[src/hw/rtl/gtw_pkg.sv]
// gtw_pkg: shared types and constants of the ghost tile walker
// no dependencies
`timescale 1ns / 1ps
package gtw_pkg;
  localparam logic [2:0] ST_STARTED = 3'd0;
  localparam logic [2:0] ST_STORED = 3'd1;
  localparam logic [2:0] ST_TILE_DONE = 3'd2;
  localparam logic [2:0] ST_VOL_DONE = 3'd3;
  localparam logic [2:0] ST_IGNORED = 3'd4;

  localparam logic [2:0] REG_VOL_W = 3'd0;
  localparam logic [2:0] REG_VOL_H = 3'd1;
  localparam logic [2:0] REG_VOL_D = 3'd2;
  localparam logic [2:0] REG_TILE_W = 3'd3;
  localparam logic [2:0] REG_TILE_H = 3'd4;
  localparam logic [2:0] REG_TILE_D = 3'd5;
  localparam logic [2:0] REG_GHOST = 3'd6;

  typedef struct packed {
    logic        mode;
    logic [15:0] voxel;
  } in_word_t;

  typedef struct packed {
    logic [2:0]  status;
    logic [11:0] fetch_x;
    logic [11:0] fetch_y;
    logic [11:0] fetch_z;
    logic [24:0] store_index;
    logic [11:0] tile_x;
    logic [11:0] tile_y;
    logic [11:0] tile_z;
    logic [15:0] tile_min;
    logic [15:0] tile_max;
    logic [23:0] tile_mean;
  } out_word_t;

  typedef struct packed {
    logic [2:0]  index;
    logic [12:0] data;
  } cfg_word_t;

  // classified command between front and back
  typedef struct packed {
    logic        start;
    logic [15:0] voxel;
  } cmd_t;

  typedef enum logic [1:0] {
    BK_RUN,
    BK_DIV,
    BK_FIN
  } bk_state_t;
endpackage

[src/hw/rtl/gtw_if.sv]
// gtw_if: valid/ready channel carrying one payload word
// depends on gtw_pkg for payload types
`timescale 1ns / 1ps
interface gtw_in_if;
  logic valid;
  logic ready;
  gtw_pkg::in_word_t data;
  modport source (output valid, output data, input ready);
  modport sink (input valid, input data, output ready);
endinterface

interface gtw_out_if;
  logic valid;
  logic ready;
  gtw_pkg::out_word_t data;
  modport source (output valid, output data, input ready);
  modport sink (input valid, input data, output ready);
endinterface

interface gtw_cfg_if;
  logic valid;
  logic ready;
  gtw_pkg::cfg_word_t data;
  modport source (output valid, output data, input ready);
  modport sink (input valid, input data, output ready);
endinterface

[src/hw/rtl/gtw_front.sv]
// gtw_front: accepts input words and queues classified commands
// depends on gtw_pkg
`timescale 1ns / 1ps
module gtw_front (
  input  logic             clk,
  input  logic             rst,
  gtw_in_if.sink           in_ch,
  output gtw_pkg::cmd_t    cmd,
  output logic             cmd_valid,
  input  logic             cmd_pop
);
  gtw_pkg::cmd_t q [2];
  logic [1:0] count;
  logic       rd_ptr;
  logic       wr_ptr;
  logic       push;

  assign in_ch.ready = (count != 2'd2);
  assign push = in_ch.valid && in_ch.ready;
  assign cmd_valid = (count != 2'd0);
  assign cmd = q[rd_ptr];

  always_ff @(posedge clk) begin
    if (rst) begin
      count <= '0;
      rd_ptr <= 1'b0;
      wr_ptr <= 1'b0;
    end else begin
      if (push) wr_ptr <= ~wr_ptr;
      if (cmd_pop) rd_ptr <= ~rd_ptr;
      count <= count + {1'b0, push} - {1'b0, cmd_pop};
    end
  end

  always_ff @(posedge clk) begin
    if (push) begin
      q[wr_ptr].start <= ~in_ch.data.mode;
      q[wr_ptr].voxel <= in_ch.data.voxel;
    end
  end

  a_no_overflow: assert property (@(posedge clk) disable iff (rst)
    count == 2'd2 |-> !push) else $error("queue overflow");
  a_no_underflow: assert property (@(posedge clk) disable iff (rst)
    cmd_pop |-> cmd_valid) else $error("queue underflow");
  a_count_range: assert property (@(posedge clk) disable iff (rst)
    count != 2'd3) else $error("bad count");
endmodule

[src/hw/rtl/gtw_divider.sv]
// gtw_divider: restoring signed divider, one quotient bit per cycle
// depends on nothing
`timescale 1ns / 1ps
module gtw_divider (
  input  logic        clk,
  input  logic        rst,
  input  logic        start,
  input  logic [47:0] dividend,
  input  logic [24:0] divisor,
  output logic        done,
  output logic [47:0] quotient
);
  logic [47:0] q;
  logic [25:0] rem;
  logic [5:0]  cnt;
  logic        busy;
  logic        neg;
  logic [25:0] trial;

  assign trial = {rem[24:0], q[47]} - {1'b0, divisor};
  assign quotient = neg ? -q : q;

  always_ff @(posedge clk) begin
    if (rst) begin
      busy <= 1'b0;
      done <= 1'b0;
    end else begin
      done <= 1'b0;
      if (start) begin
        busy <= 1'b1;
        cnt <= 6'd48;
        neg <= dividend[47];
        q <= dividend[47] ? -dividend : dividend;
        rem <= '0;
      end else if (busy) begin
        if (!trial[25]) begin
          rem <= trial;
          q <= {q[46:0], 1'b1};
        end else begin
          rem <= {rem[24:0], q[47]};
          q <= {q[46:0], 1'b0};
        end
        cnt <= cnt - 6'd1;
        if (cnt == 6'd1) begin
          busy <= 1'b0;
          done <= 1'b1;
        end
      end
    end
  end
endmodule

[src/hw/rtl/gtw_back.sv]
// gtw_back: walks tiles, tracks core stats and builds result words
// depends on gtw_pkg, gtw_divider
`timescale 1ns / 1ps
module gtw_back #(
  parameter int MAX_DIM = 4096,
  parameter int MAX_TILE = 256,
  parameter int MAX_GHOST = 16
) (
  input  logic               clk,
  input  logic               rst,
  input  gtw_pkg::cmd_t      cmd,
  input  logic               cmd_valid,
  output logic               cmd_pop,
  input  logic [12:0]        vol_w,
  input  logic [12:0]        vol_h,
  input  logic [12:0]        vol_d,
  input  logic [8:0]         til_w,
  input  logic [8:0]         til_h,
  input  logic [8:0]         til_d,
  input  logic [4:0]         ghost,
  gtw_out_if.source          out_ch
);
  localparam logic [17:0] MD = 18'(MAX_DIM);
  localparam logic [17:0] MT = 18'(MAX_TILE);
  localparam logic [17:0] MG = 18'(MAX_GHOST);

  gtw_pkg::bk_state_t state, state_next;
  logic        walking;
  logic [17:0] vn [3];
  logic [17:0] tn [3];
  logic [17:0] gw;
  logic [17:0] tidx [3];
  logic [17:0] tbase [3];
  logic [17:0] sc [3];
  logic [17:0] clen [3];
  logic [24:0] store_counter;
  logic signed [15:0] rmin, rmax;
  logic signed [39:0] rsum;
  logic [24:0] ccount;
  logic [23:0] mean_hold;
  gtw_pkg::out_word_t word;
  logic        div_start, div_done;
  logic [47:0] div_q;
  logic signed [39:0] div_sum;
  logic [24:0] div_cnt;
  logic        can_emit;

  function automatic logic [17:0] sat13(logic [12:0] v, logic [17:0] lo,
                                        logic [17:0] hi);
    logic [17:0] w;
    w = 18'(v);
    if (w < lo) return lo;
    if (w > hi) return hi;
    return w;
  endfunction

  function automatic logic [11:0] clampc(logic [17:0] base, logic [17:0] g,
                                         logic [17:0] s, logic [17:0] n);
    logic signed [19:0] c;
    c = $signed({2'b0, base}) - $signed({2'b0, g}) + $signed({2'b0, s});
    if (c < 0) return '0;
    if (c > $signed({2'b0, n}) - 20'sd1) return 12'(n - 18'd1);
    return 12'(c);
  endfunction

  logic [17:0] lim [3];
  logic [17:0] sz [3];
  logic        core, sx_wrap, sy_wrap, sz_end;
  logic        tx_wrap, ty_wrap, tz_end;
  logic [17:0] ntb [3];
  logic [17:0] nti [3];
  logic signed [15:0] vox;

  always_comb begin
    for (int a = 0; a < 3; a++) begin
      lim[a] = tbase[a] + tn[a];
      clen[a] = (lim[a] > vn[a]) ? vn[a] - tbase[a] : tn[a];
      sz[a] = clen[a] + {gw[16:0], 1'b0};
    end
    vox = $signed(cmd.voxel);
    core = 1'b1;
    for (int a = 0; a < 3; a++)
      core = core && (sc[a] >= gw) && (sc[a] < gw + clen[a]);
    div_sum = rsum + (core ? 40'(vox) : 40'sd0);
    div_cnt = ccount + {24'd0, core};
    sx_wrap = (sc[0] + 18'd1 >= sz[0]);
    sy_wrap = sx_wrap && (sc[1] + 18'd1 >= sz[1]);
    sz_end = sy_wrap && (sc[2] + 18'd1 >= sz[2]);
    for (int a = 0; a < 3; a++) ntb[a] = tbase[a] + tn[a];
    tx_wrap = (ntb[0] >= vn[0]);
    ty_wrap = tx_wrap && (ntb[1] >= vn[1]);
    tz_end = ty_wrap && (ntb[2] >= vn[2]);
    nti[0] = tx_wrap ? '0 : tidx[0] + 18'd1;
    nti[1] = tx_wrap ? (ty_wrap ? '0 : tidx[1] + 18'd1) : tidx[1];
    nti[2] = ty_wrap ? tidx[2] + 18'd1 : tidx[2];
  end

  assign can_emit = !out_ch.valid || out_ch.ready;
  assign div_start = (state == gtw_pkg::BK_RUN) && cmd_valid && can_emit &&
                     !cmd.start && walking && sz_end && (div_cnt != 25'd0);

  gtw_divider u_div (
    .clk(clk), .rst(rst), .start(div_start),
    .dividend({div_sum, 8'd0}),
    .divisor(div_cnt),
    .done(div_done), .quotient(div_q)
  );

  always_comb begin
    state_next = state;
    cmd_pop = 1'b0;
    unique case (state)
      gtw_pkg::BK_RUN: begin
        if (cmd_valid && can_emit) begin
          cmd_pop = !div_start;
          if (div_start) state_next = gtw_pkg::BK_DIV;
        end
      end
      gtw_pkg::BK_DIV: if (div_done) state_next = gtw_pkg::BK_FIN;
      gtw_pkg::BK_FIN: if (can_emit) begin
        cmd_pop = 1'b1;
        state_next = gtw_pkg::BK_RUN;
      end
      default: state_next = gtw_pkg::BK_RUN;
    endcase
  end

  always_ff @(posedge clk) begin
    if (rst) state <= gtw_pkg::BK_RUN;
    else state <= state_next;
  end

  always_ff @(posedge clk) begin
    if (state == gtw_pkg::BK_DIV && div_done) mean_hold <= div_q[23:0];
  end

  // result word for the command at the head of the queue
  always_comb begin
    word = '0;
    if (cmd.start) begin
      word.status = gtw_pkg::ST_STARTED;
      word.fetch_x = clampc(18'd0, sat13({8'b0, ghost}, 18'd0, MG),
                            18'd0, sat13(vol_w, 18'd1, MD));
      word.fetch_y = clampc(18'd0, sat13({8'b0, ghost}, 18'd0, MG),
                            18'd0, sat13(vol_h, 18'd1, MD));
      word.fetch_z = clampc(18'd0, sat13({8'b0, ghost}, 18'd0, MG),
                            18'd0, sat13(vol_d, 18'd1, MD));
    end else if (!walking) begin
      word.status = gtw_pkg::ST_IGNORED;
    end else if (!sz_end) begin
      word.status = gtw_pkg::ST_STORED;
      word.store_index = store_counter;
      word.tile_x = tidx[0][11:0];
      word.tile_y = tidx[1][11:0];
      word.tile_z = tidx[2][11:0];
      word.fetch_x = clampc(tbase[0], gw, sx_wrap ? '0 : sc[0] + 18'd1, vn[0]);
      word.fetch_y = clampc(tbase[1], gw,
        sx_wrap ? (sy_wrap ? '0 : sc[1] + 18'd1) : sc[1], vn[1]);
      word.fetch_z = clampc(tbase[2], gw, sy_wrap ? sc[2] + 18'd1 : sc[2], vn[2]);
    end else begin
      word.status = tz_end ? gtw_pkg::ST_VOL_DONE : gtw_pkg::ST_TILE_DONE;
      word.store_index = store_counter;
      word.tile_x = tidx[0][11:0];
      word.tile_y = tidx[1][11:0];
      word.tile_z = tidx[2][11:0];
      if (div_cnt != 25'd0) begin
        word.tile_min = (core && vox < rmin) ? vox : rmin;
        word.tile_max = (core && vox > rmax) ? vox : rmax;
        word.tile_mean = mean_hold;
      end
      if (!tz_end) begin
        word.fetch_x = clampc(tx_wrap ? '0 : ntb[0], gw, '0, vn[0]);
        word.fetch_y = clampc(tx_wrap ? (ty_wrap ? '0 : ntb[1]) : tbase[1],
                              gw, '0, vn[1]);
        word.fetch_z = clampc(ty_wrap ? ntb[2] : tbase[2], gw, '0, vn[2]);
      end
    end
  end

  always_ff @(posedge clk) begin
    if (rst) begin
      out_ch.valid <= 1'b0;
      walking <= 1'b0;
      for (int a = 0; a < 3; a++) begin
        vn[a] <= 18'd1; tn[a] <= 18'd1; tidx[a] <= '0; tbase[a] <= '0; sc[a] <= '0;
      end
      gw <= '0;
      store_counter <= '0;
      rmin <= 16'sh7fff; rmax <= 16'sh8000; rsum <= '0; ccount <= '0;
    end else begin
      if (cmd_pop) begin
        out_ch.valid <= 1'b1;
        out_ch.data <= word;
      end else if (out_ch.ready) begin
        out_ch.valid <= 1'b0;
      end
      if (cmd_pop) begin
        if (cmd.start) begin
          vn[0] <= sat13(vol_w, 18'd1, MD);
          vn[1] <= sat13(vol_h, 18'd1, MD);
          vn[2] <= sat13(vol_d, 18'd1, MD);
          tn[0] <= sat13({4'b0, til_w}, 18'd1, MT);
          tn[1] <= sat13({4'b0, til_h}, 18'd1, MT);
          tn[2] <= sat13({4'b0, til_d}, 18'd1, MT);
          gw <= sat13({8'b0, ghost}, 18'd0, MG);
          walking <= 1'b1;
          for (int a = 0; a < 3; a++) begin
            tidx[a] <= '0; tbase[a] <= '0; sc[a] <= '0;
          end
          store_counter <= '0;
          rmin <= 16'sh7fff; rmax <= 16'sh8000; rsum <= '0; ccount <= '0;
        end else if (!walking) begin
        end else if (!sz_end) begin
          if (core) begin
            if (vox < rmin) rmin <= vox;
            if (vox > rmax) rmax <= vox;
            rsum <= rsum + 40'(vox);
            ccount <= ccount + 25'd1;
          end
          store_counter <= store_counter + 25'd1;
          sc[0] <= sx_wrap ? '0 : sc[0] + 18'd1;
          if (sx_wrap) sc[1] <= sy_wrap ? '0 : sc[1] + 18'd1;
          if (sy_wrap) sc[2] <= sc[2] + 18'd1;
        end else begin
          for (int a = 0; a < 3; a++) sc[a] <= '0;
          store_counter <= '0;
          rmin <= 16'sh7fff; rmax <= 16'sh8000; rsum <= '0; ccount <= '0;
          if (tz_end) begin
            walking <= 1'b0;
            for (int a = 0; a < 3; a++) begin tidx[a] <= '0; tbase[a] <= '0; end
          end else begin
            tidx[0] <= nti[0];
            tbase[0] <= tx_wrap ? '0 : ntb[0];
            if (tx_wrap) begin
              tidx[1] <= nti[1];
              tbase[1] <= ty_wrap ? '0 : ntb[1];
            end
            if (ty_wrap) begin
              tidx[2] <= nti[2];
              tbase[2] <= ntb[2];
            end
          end
        end
      end
    end
  end

  a_pop_when_room: assert property (@(posedge clk) disable iff (rst)
    cmd_pop |-> can_emit) else $error("pop without output room");
  a_div_only_run: assert property (@(posedge clk) disable iff (rst)
    div_start |-> state == gtw_pkg::BK_RUN) else $error("divider start out of run");
  a_fin_after_div: assert property (@(posedge clk) disable iff (rst)
    state == gtw_pkg::BK_FIN |-> $past(state) != gtw_pkg::BK_RUN)
    else $error("finish without divide");
endmodule

[src/hw/rtl/ghost_tile_walker_with_stats.sv]
// ghost_tile_walker_with_stats: walks a volume in ghost-bordered tiles and reports
// per-tile core min, max and mean. Each accepted word yields one result word;
// a voxel word is answered from the run state; a tile-end word with core voxels
// waits while the serial mean divider produces one quotient bit a cycle.
// depends on gtw_pkg, gtw_if, gtw_front, gtw_divider, gtw_back
`timescale 1ns / 1ps
module ghost_tile_walker_with_stats #(
  parameter int MAX_DIM = 4096,
  parameter int MAX_TILE = 256,
  parameter int MAX_GHOST = 16
) (
  input logic       clk,
  input logic       rst,
  gtw_in_if.sink    in_ch,
  gtw_out_if.source out_ch,
  gtw_cfg_if.sink   cfg
);
  logic [12:0] vol_w, vol_h, vol_d;
  logic [8:0]  til_w, til_h, til_d;
  logic [4:0]  ghost;
  gtw_pkg::cmd_t cmd;
  logic cmd_valid, cmd_pop;

  assign cfg.ready = 1'b1;

  always_ff @(posedge clk) begin
    if (rst) begin
      vol_w <= 13'd1; vol_h <= 13'd1; vol_d <= 13'd1;
      til_w <= 9'd1; til_h <= 9'd1; til_d <= 9'd1;
      ghost <= 5'd0;
    end else if (cfg.valid) begin
      unique case (cfg.data.index)
        gtw_pkg::REG_VOL_W: vol_w <= cfg.data.data;
        gtw_pkg::REG_VOL_H: vol_h <= cfg.data.data;
        gtw_pkg::REG_VOL_D: vol_d <= cfg.data.data;
        gtw_pkg::REG_TILE_W: til_w <= cfg.data.data[8:0];
        gtw_pkg::REG_TILE_H: til_h <= cfg.data.data[8:0];
        gtw_pkg::REG_TILE_D: til_d <= cfg.data.data[8:0];
        gtw_pkg::REG_GHOST: ghost <= cfg.data.data[4:0];
        default: ;
      endcase
    end
  end

  gtw_front u_front (
    .clk(clk), .rst(rst), .in_ch(in_ch),
    .cmd(cmd), .cmd_valid(cmd_valid), .cmd_pop(cmd_pop)
  );

  gtw_back #(.MAX_DIM(MAX_DIM), .MAX_TILE(MAX_TILE), .MAX_GHOST(MAX_GHOST)) u_back (
    .clk(clk), .rst(rst), .cmd(cmd), .cmd_valid(cmd_valid), .cmd_pop(cmd_pop),
    .vol_w(vol_w), .vol_h(vol_h), .vol_d(vol_d),
    .til_w(til_w), .til_h(til_h), .til_d(til_d), .ghost(ghost),
    .out_ch(out_ch)
  );
endmodule
[src/flat_wrapper.sv]
// flat-port wrapper written by rule: the top's interface ports become plain ports
module ghost_tile_walker_with_stats_flat 
#(
  parameter int MAX_DIM = 4096,
  parameter int MAX_TILE = 256,
  parameter int MAX_GHOST = 16
)
  (clk, rst, in_ch_valid, in_ch_data, in_ch_ready, out_ch_valid, out_ch_data, out_ch_ready, cfg_valid, cfg_data, cfg_ready);
  gtw_in_if in_ch_i ();
  gtw_out_if out_ch_i ();
  gtw_cfg_if cfg_i ();
  input logic clk;
  input logic rst;
  input wire logic [$bits(in_ch_i.valid)-1:0] in_ch_valid;
  input wire logic [$bits(in_ch_i.data)-1:0] in_ch_data;
  output wire logic [$bits(in_ch_i.ready)-1:0] in_ch_ready;
  output wire logic [$bits(out_ch_i.valid)-1:0] out_ch_valid;
  output wire logic [$bits(out_ch_i.data)-1:0] out_ch_data;
  input wire logic [$bits(out_ch_i.ready)-1:0] out_ch_ready;
  input wire logic [$bits(cfg_i.valid)-1:0] cfg_valid;
  input wire logic [$bits(cfg_i.data)-1:0] cfg_data;
  output wire logic [$bits(cfg_i.ready)-1:0] cfg_ready;
  assign in_ch_i.valid = in_ch_valid;
  assign in_ch_i.data = in_ch_data;
  assign in_ch_ready = in_ch_i.ready;
  assign out_ch_valid = out_ch_i.valid;
  assign out_ch_data = out_ch_i.data;
  assign out_ch_i.ready = out_ch_ready;
  assign cfg_i.valid = cfg_valid;
  assign cfg_i.data = cfg_data;
  assign cfg_ready = cfg_i.ready;
  ghost_tile_walker_with_stats #(.MAX_DIM(MAX_DIM), .MAX_TILE(MAX_TILE), .MAX_GHOST(MAX_GHOST)) u_core (.clk(clk), .rst(rst), .in_ch(in_ch_i), .out_ch(out_ch_i), .cfg(cfg_i));
endmodule
[config.mk]
export PLATFORM = sky130hd
export DESIGN_NAME = ghost_tile_walker_with_stats_flat
export DESIGN_NICKNAME = d
export VERILOG_FILES = /design/src/hw/rtl/gtw_pkg.sv /design/src/hw/rtl/gtw_if.sv /design/src/hw/rtl/gtw_front.sv /design/src/hw/rtl/gtw_divider.sv /design/src/hw/rtl/gtw_back.sv /design/src/hw/rtl/ghost_tile_walker_with_stats.sv /design/src/flat_wrapper.sv
export SDC_FILE = /design/constraint.sdc
export NUM_CORES = 2
export LEC_CHECK = 0
export BUFFER_PORTS_ARGS = -buffer_cell sky130_fd_sc_hd__buf_2
export CORE_ASPECT_RATIO = 0.9
export CORE_MARGIN = 4
export CORE_UTILIZATION = 40
export DETAILED_ROUTE_END_ITERATION = 16
export GPL_TIMING_DRIVEN = 1
export SLEW_MARGIN = 20
export SYNTH_ARGS = -nofsm -noshare
export SYNTH_HDL_FRONTEND = slang
export SYNTH_SLANG_ARGS = --single-unit
[constraint.sdc]
create_clock -name clk -period 17.2 [get_ports clk]
set_clock_uncertainty 0.2 [all_clocks]
set_input_delay 0 -clock clk [delete_from_list [all_inputs] [get_ports clk]]
set_output_delay 0 -clock clk [all_outputs]
set_load 0.005 [all_outputs]
==> out/metrics.yaml <==
status: "finished clean"
vias_per_cell: 5.74
cell_count_of_the_worst_hold_path: 4
power.switching_mw: 4.32
finalSetupViolations: 0
grt_remaining_overflow: 0
netlist_top_cells_area: "edfxtp_1, ha_1, dfxtp_1"
detail_route.iter0.violations: 4357
antenna_found_initial: 16
timing.hold.worst.start: "cfg_data[12]"
fp.dieH_microns: 376
initial_core_utilization_pct: 40.5
finalHoldViolCount: 0
vias_in_the_first_global_route: 49244
clock_transition_at_the_registers_of_the_reported_paths_ns: 0.07
post_cts_buffers: 0
syn_area_per_cell_sq_um: 8.81
clkSinkCount: 713
power.combinational.fraction_pct: 55.1
dr.pass1.iters: 6
peakVddDrop_mv: 0.0924
critical-path-slowest-cell: "buf_4"
core_region_area_sq_mm: 0.149
ctsLongestPathBuffers: 3
dieArea_sq_mm: 0.157
worstReg2RegStart: "u_core.u_back.tbase[0][36]"
rows: 134
maximum_number_of_pins_on_one_net_before_global_route_repair: 82
nets: 7740
synthFlopType: "edfxtp_1"
final_max_slew_viol_count: 0
worstPathRequired_ns: 17.31
fraction_of_layout_instances_using_a_drive_strength_above_1_pct: 7.75
actual_transition_at_the_worst_max_transition_pin_ns: 1.14
worstHoldPathType: "in2reg"
vias: 51998
num_io_pins: 197
crit_path_end_kind: "flip-flop"
critical_path_peak_fanout: 81
clock_power_share_pct: 20.1
clock_tree.htree_level_count: 3
rsz0062_at_grt: "false"
layout-area-overhead-vs-synth_pct: 11.0
grt_pass1_wl_microns: 299000
final.min_clock_period_ns: 15.02
globalplace.congestion: 0.958
async_reset_ff_share_pct: 0
power.share.sequential_pct: 24.8
synth.yosys.seq_area_share_pct: 32.1
cp-start-kind: "flip-flop"
critical-path-top-cell-by-count: "ha_1"
die_x_microns: 417
globalRouteTotalUtil_pct: 24.1
layout.cells.most_common_list: "ha_1, nor2_1, nand2_1"
leakagePower_nw: 28.0
wire_per_inst_microns: 21.6
netSwitchingFraction_pct: 45.7
wl_microns: 196000
period_share_pct: 87.3
synth-edff-count: 504
synth.lib_cells_used.distinct: 105
hpwl_microns: 152000
fin_setup_tns_ns: 0
mostFrequentLayoutCell: "ha_1"
fillCellCount: 14496
gate_count_of_the_mapped_netlist: 6834
insertion_delay_ns: 0.73
post-synth-top-area-cell: "edfxtp_1"
yosysTopAreaCellShare_pct: 25.1
drv_cap: 0
reg2reg_to: "u_core.u_back.out_ch.data[127]"
synth.ff_latch_count: 713
worst_hold_path.endpoint: "u_core.vol_d[12]"
finish.utilization_pct: 44.9
setup.reg_to_reg.worst_slack_ns: 2.18
yosys_warnings: 0
crit_arrival_ns: 15.12
critical_path_class: "reg2reg"
synthesis.area_sq_mm: 0.0602
cts_tree: "built"
maxClockFrequency_mhz: 66.6
power_report.internal_total_mw: 5.13
portBuffers: 195
cts_buf_count: 86
slew_headroom_pct: 23.4
detail_route.drc_violations: 0
reg2reg_depth: 46
buffer_type_at_the_clock_tree_root: "clkbuf_16"
critical_path.max_stage_delay_ns: 0.89
drt.antenna.violating_nets: 0
power_density_mw_per_mm2: 141
[power groups by stage]
stage / clock, mW / sequential [mW] / combinational [mW]
after floorplan: 0 / 2.27 / 3.72
after global placement: 0 / 2.37 / 5.06
after detailed placement: 0 / 2.37 / 5.13
after CTS: 1.94 / 2.34 / 5.18
after global routing: 2.00 / 2.37 / 5.79
final: 1.90 / 2.35 / 5.21
[logic make-up after synthesis]
kind of cell | synth area share [%]
xor+xnor | 9.47
buf+inv | 4.04
other cells | 0.0125
fa+ha+maj | 14.7
flops | 32.1
mux | 2.15
simple gates | 19.8
compound gates | 17.7
[cell type report]
type / count / area [sq um] / share of cell area (%)
repair buffers: 327 / 2140 / 3.20
clock buffers: 110 / 2330 / 3.49
multi-input cells: 5517 / 38700 / 57.8
well taps: 1972 / 2470 / 3.69
inverters: 362 / 1360 / 2.03
flip-flops and latches: 713 / 19300 / 28.9
clock inverters: 52 / 588 / 0.879
diodes: 4 / 10.0 / 0.0150
[worst max path at each step]
stage                                                end                  startpoint
final                     u_core.u_back.out_ch.data[127]  u_core.u_back.tbase[0][36]
after global routing      u_core.u_back.out_ch.data[127]     u_core.u_back.tn[0][36]
after CTS                 u_core.u_back.out_ch.data[127]  u_core.u_back.tbase[0][36]
after detailed placement  u_core.u_back.out_ch.data[119]  u_core.u_back.tbase[0][36]
after global placement    u_core.u_back.out_ch.data[119]     u_core.u_back.tn[0][36]
after floorplan                  u_core.u_back.sc[0][45]  u_core.u_back.tbase[0][36]
[worst max-delay path: cells and delay by family, from the launching register on]
family	cells	cell delay [ns]
AOI/OAI and AO/OA	16	3.73
xor gates and xnor gates	2	0.46
adders and majority gates	7	2.01
buffers and inverters	5	2.16
DFF	1	0.42
and+or+nand+nor	16	5.41
[registers in the layout, summed over array words and instances (netlist names), 16 cells and up, named ones only]
signal,flops
u_core.u_back.out_ch.data,156
u_core.u_back.store_counter,25
u_core.u_back.vn,39
u_core.u_back.rmin,16
u_core.u_back.mean_hold,24
u_core.u_back.tn,27
u_core.u_back.tidx,36
u_core.u_back.u_div.rem,25
u_core.u_back.rsum,40
u_core.u_back.tbase,54
u_core.u_back.u_div.q,48
u_core.u_front.q,34
u_core.u_back.ccount,25
u_core.u_back.rmax,16
u_core.u_back.sc,54
[Yosys cell counts (all sizes together), types with 47 or more instances]
master	instances
and2	91
ha	671
nand2b	81
o31ai	48
dfxtp	209
a211oi	86
clkbuf	194
a21oi	418
or2	54
nor2b	96
nand2	602
a21o	188
xor2	229
edfxtp	504
nor4	79
inv	358
nor3	158
a22oi	47
or3	50
nor2	633
nand3	153
nand4	104
o21a	85
and3	212
xnor2	420
buf	61
o21ai	329
mux2i	109
o21bai	48
o211ai	55
[per-stage QoR]
stage | setup WS (ns) | instance area, sq um | hold WS (ns) | power, mW | cells
3_5_place_dp | 2.04 | 63300 | -0.00851 | 7.50 | 8825
2_1_floorplan | 1.89 | 60300 | -0.101 | 5.99 | 6847
4_1_cts | 1.99 | 66800 | 0.0238 | 9.45 | 9053
3_3_place_gp | 2.37 | 63300 | -0.00524 | 7.43 | 8825
5_1_grt | 1.03 | 66900 | 0.0478 | 10.2 | 9054
6_report | 2.18 | 66900 | 0.0574 | 9.45 | 9057
[repair_timing]
action	in CTS	in global routing
hold endpoints to repair	180	0
gates resized for setup	0	0
hold buffers	66	0
[metal layers]
layer  vias up  GRT usage, %  part of all wire (%)
met5         -             0                     0
met4         0          7.52                   3.5
met3       299          3.68                   6.1
met2      1565          40.1                    46
met1     24857          32.4                    44
li1      25277             -                     -
Note: power is estimated with default switching activity, not from simulation.
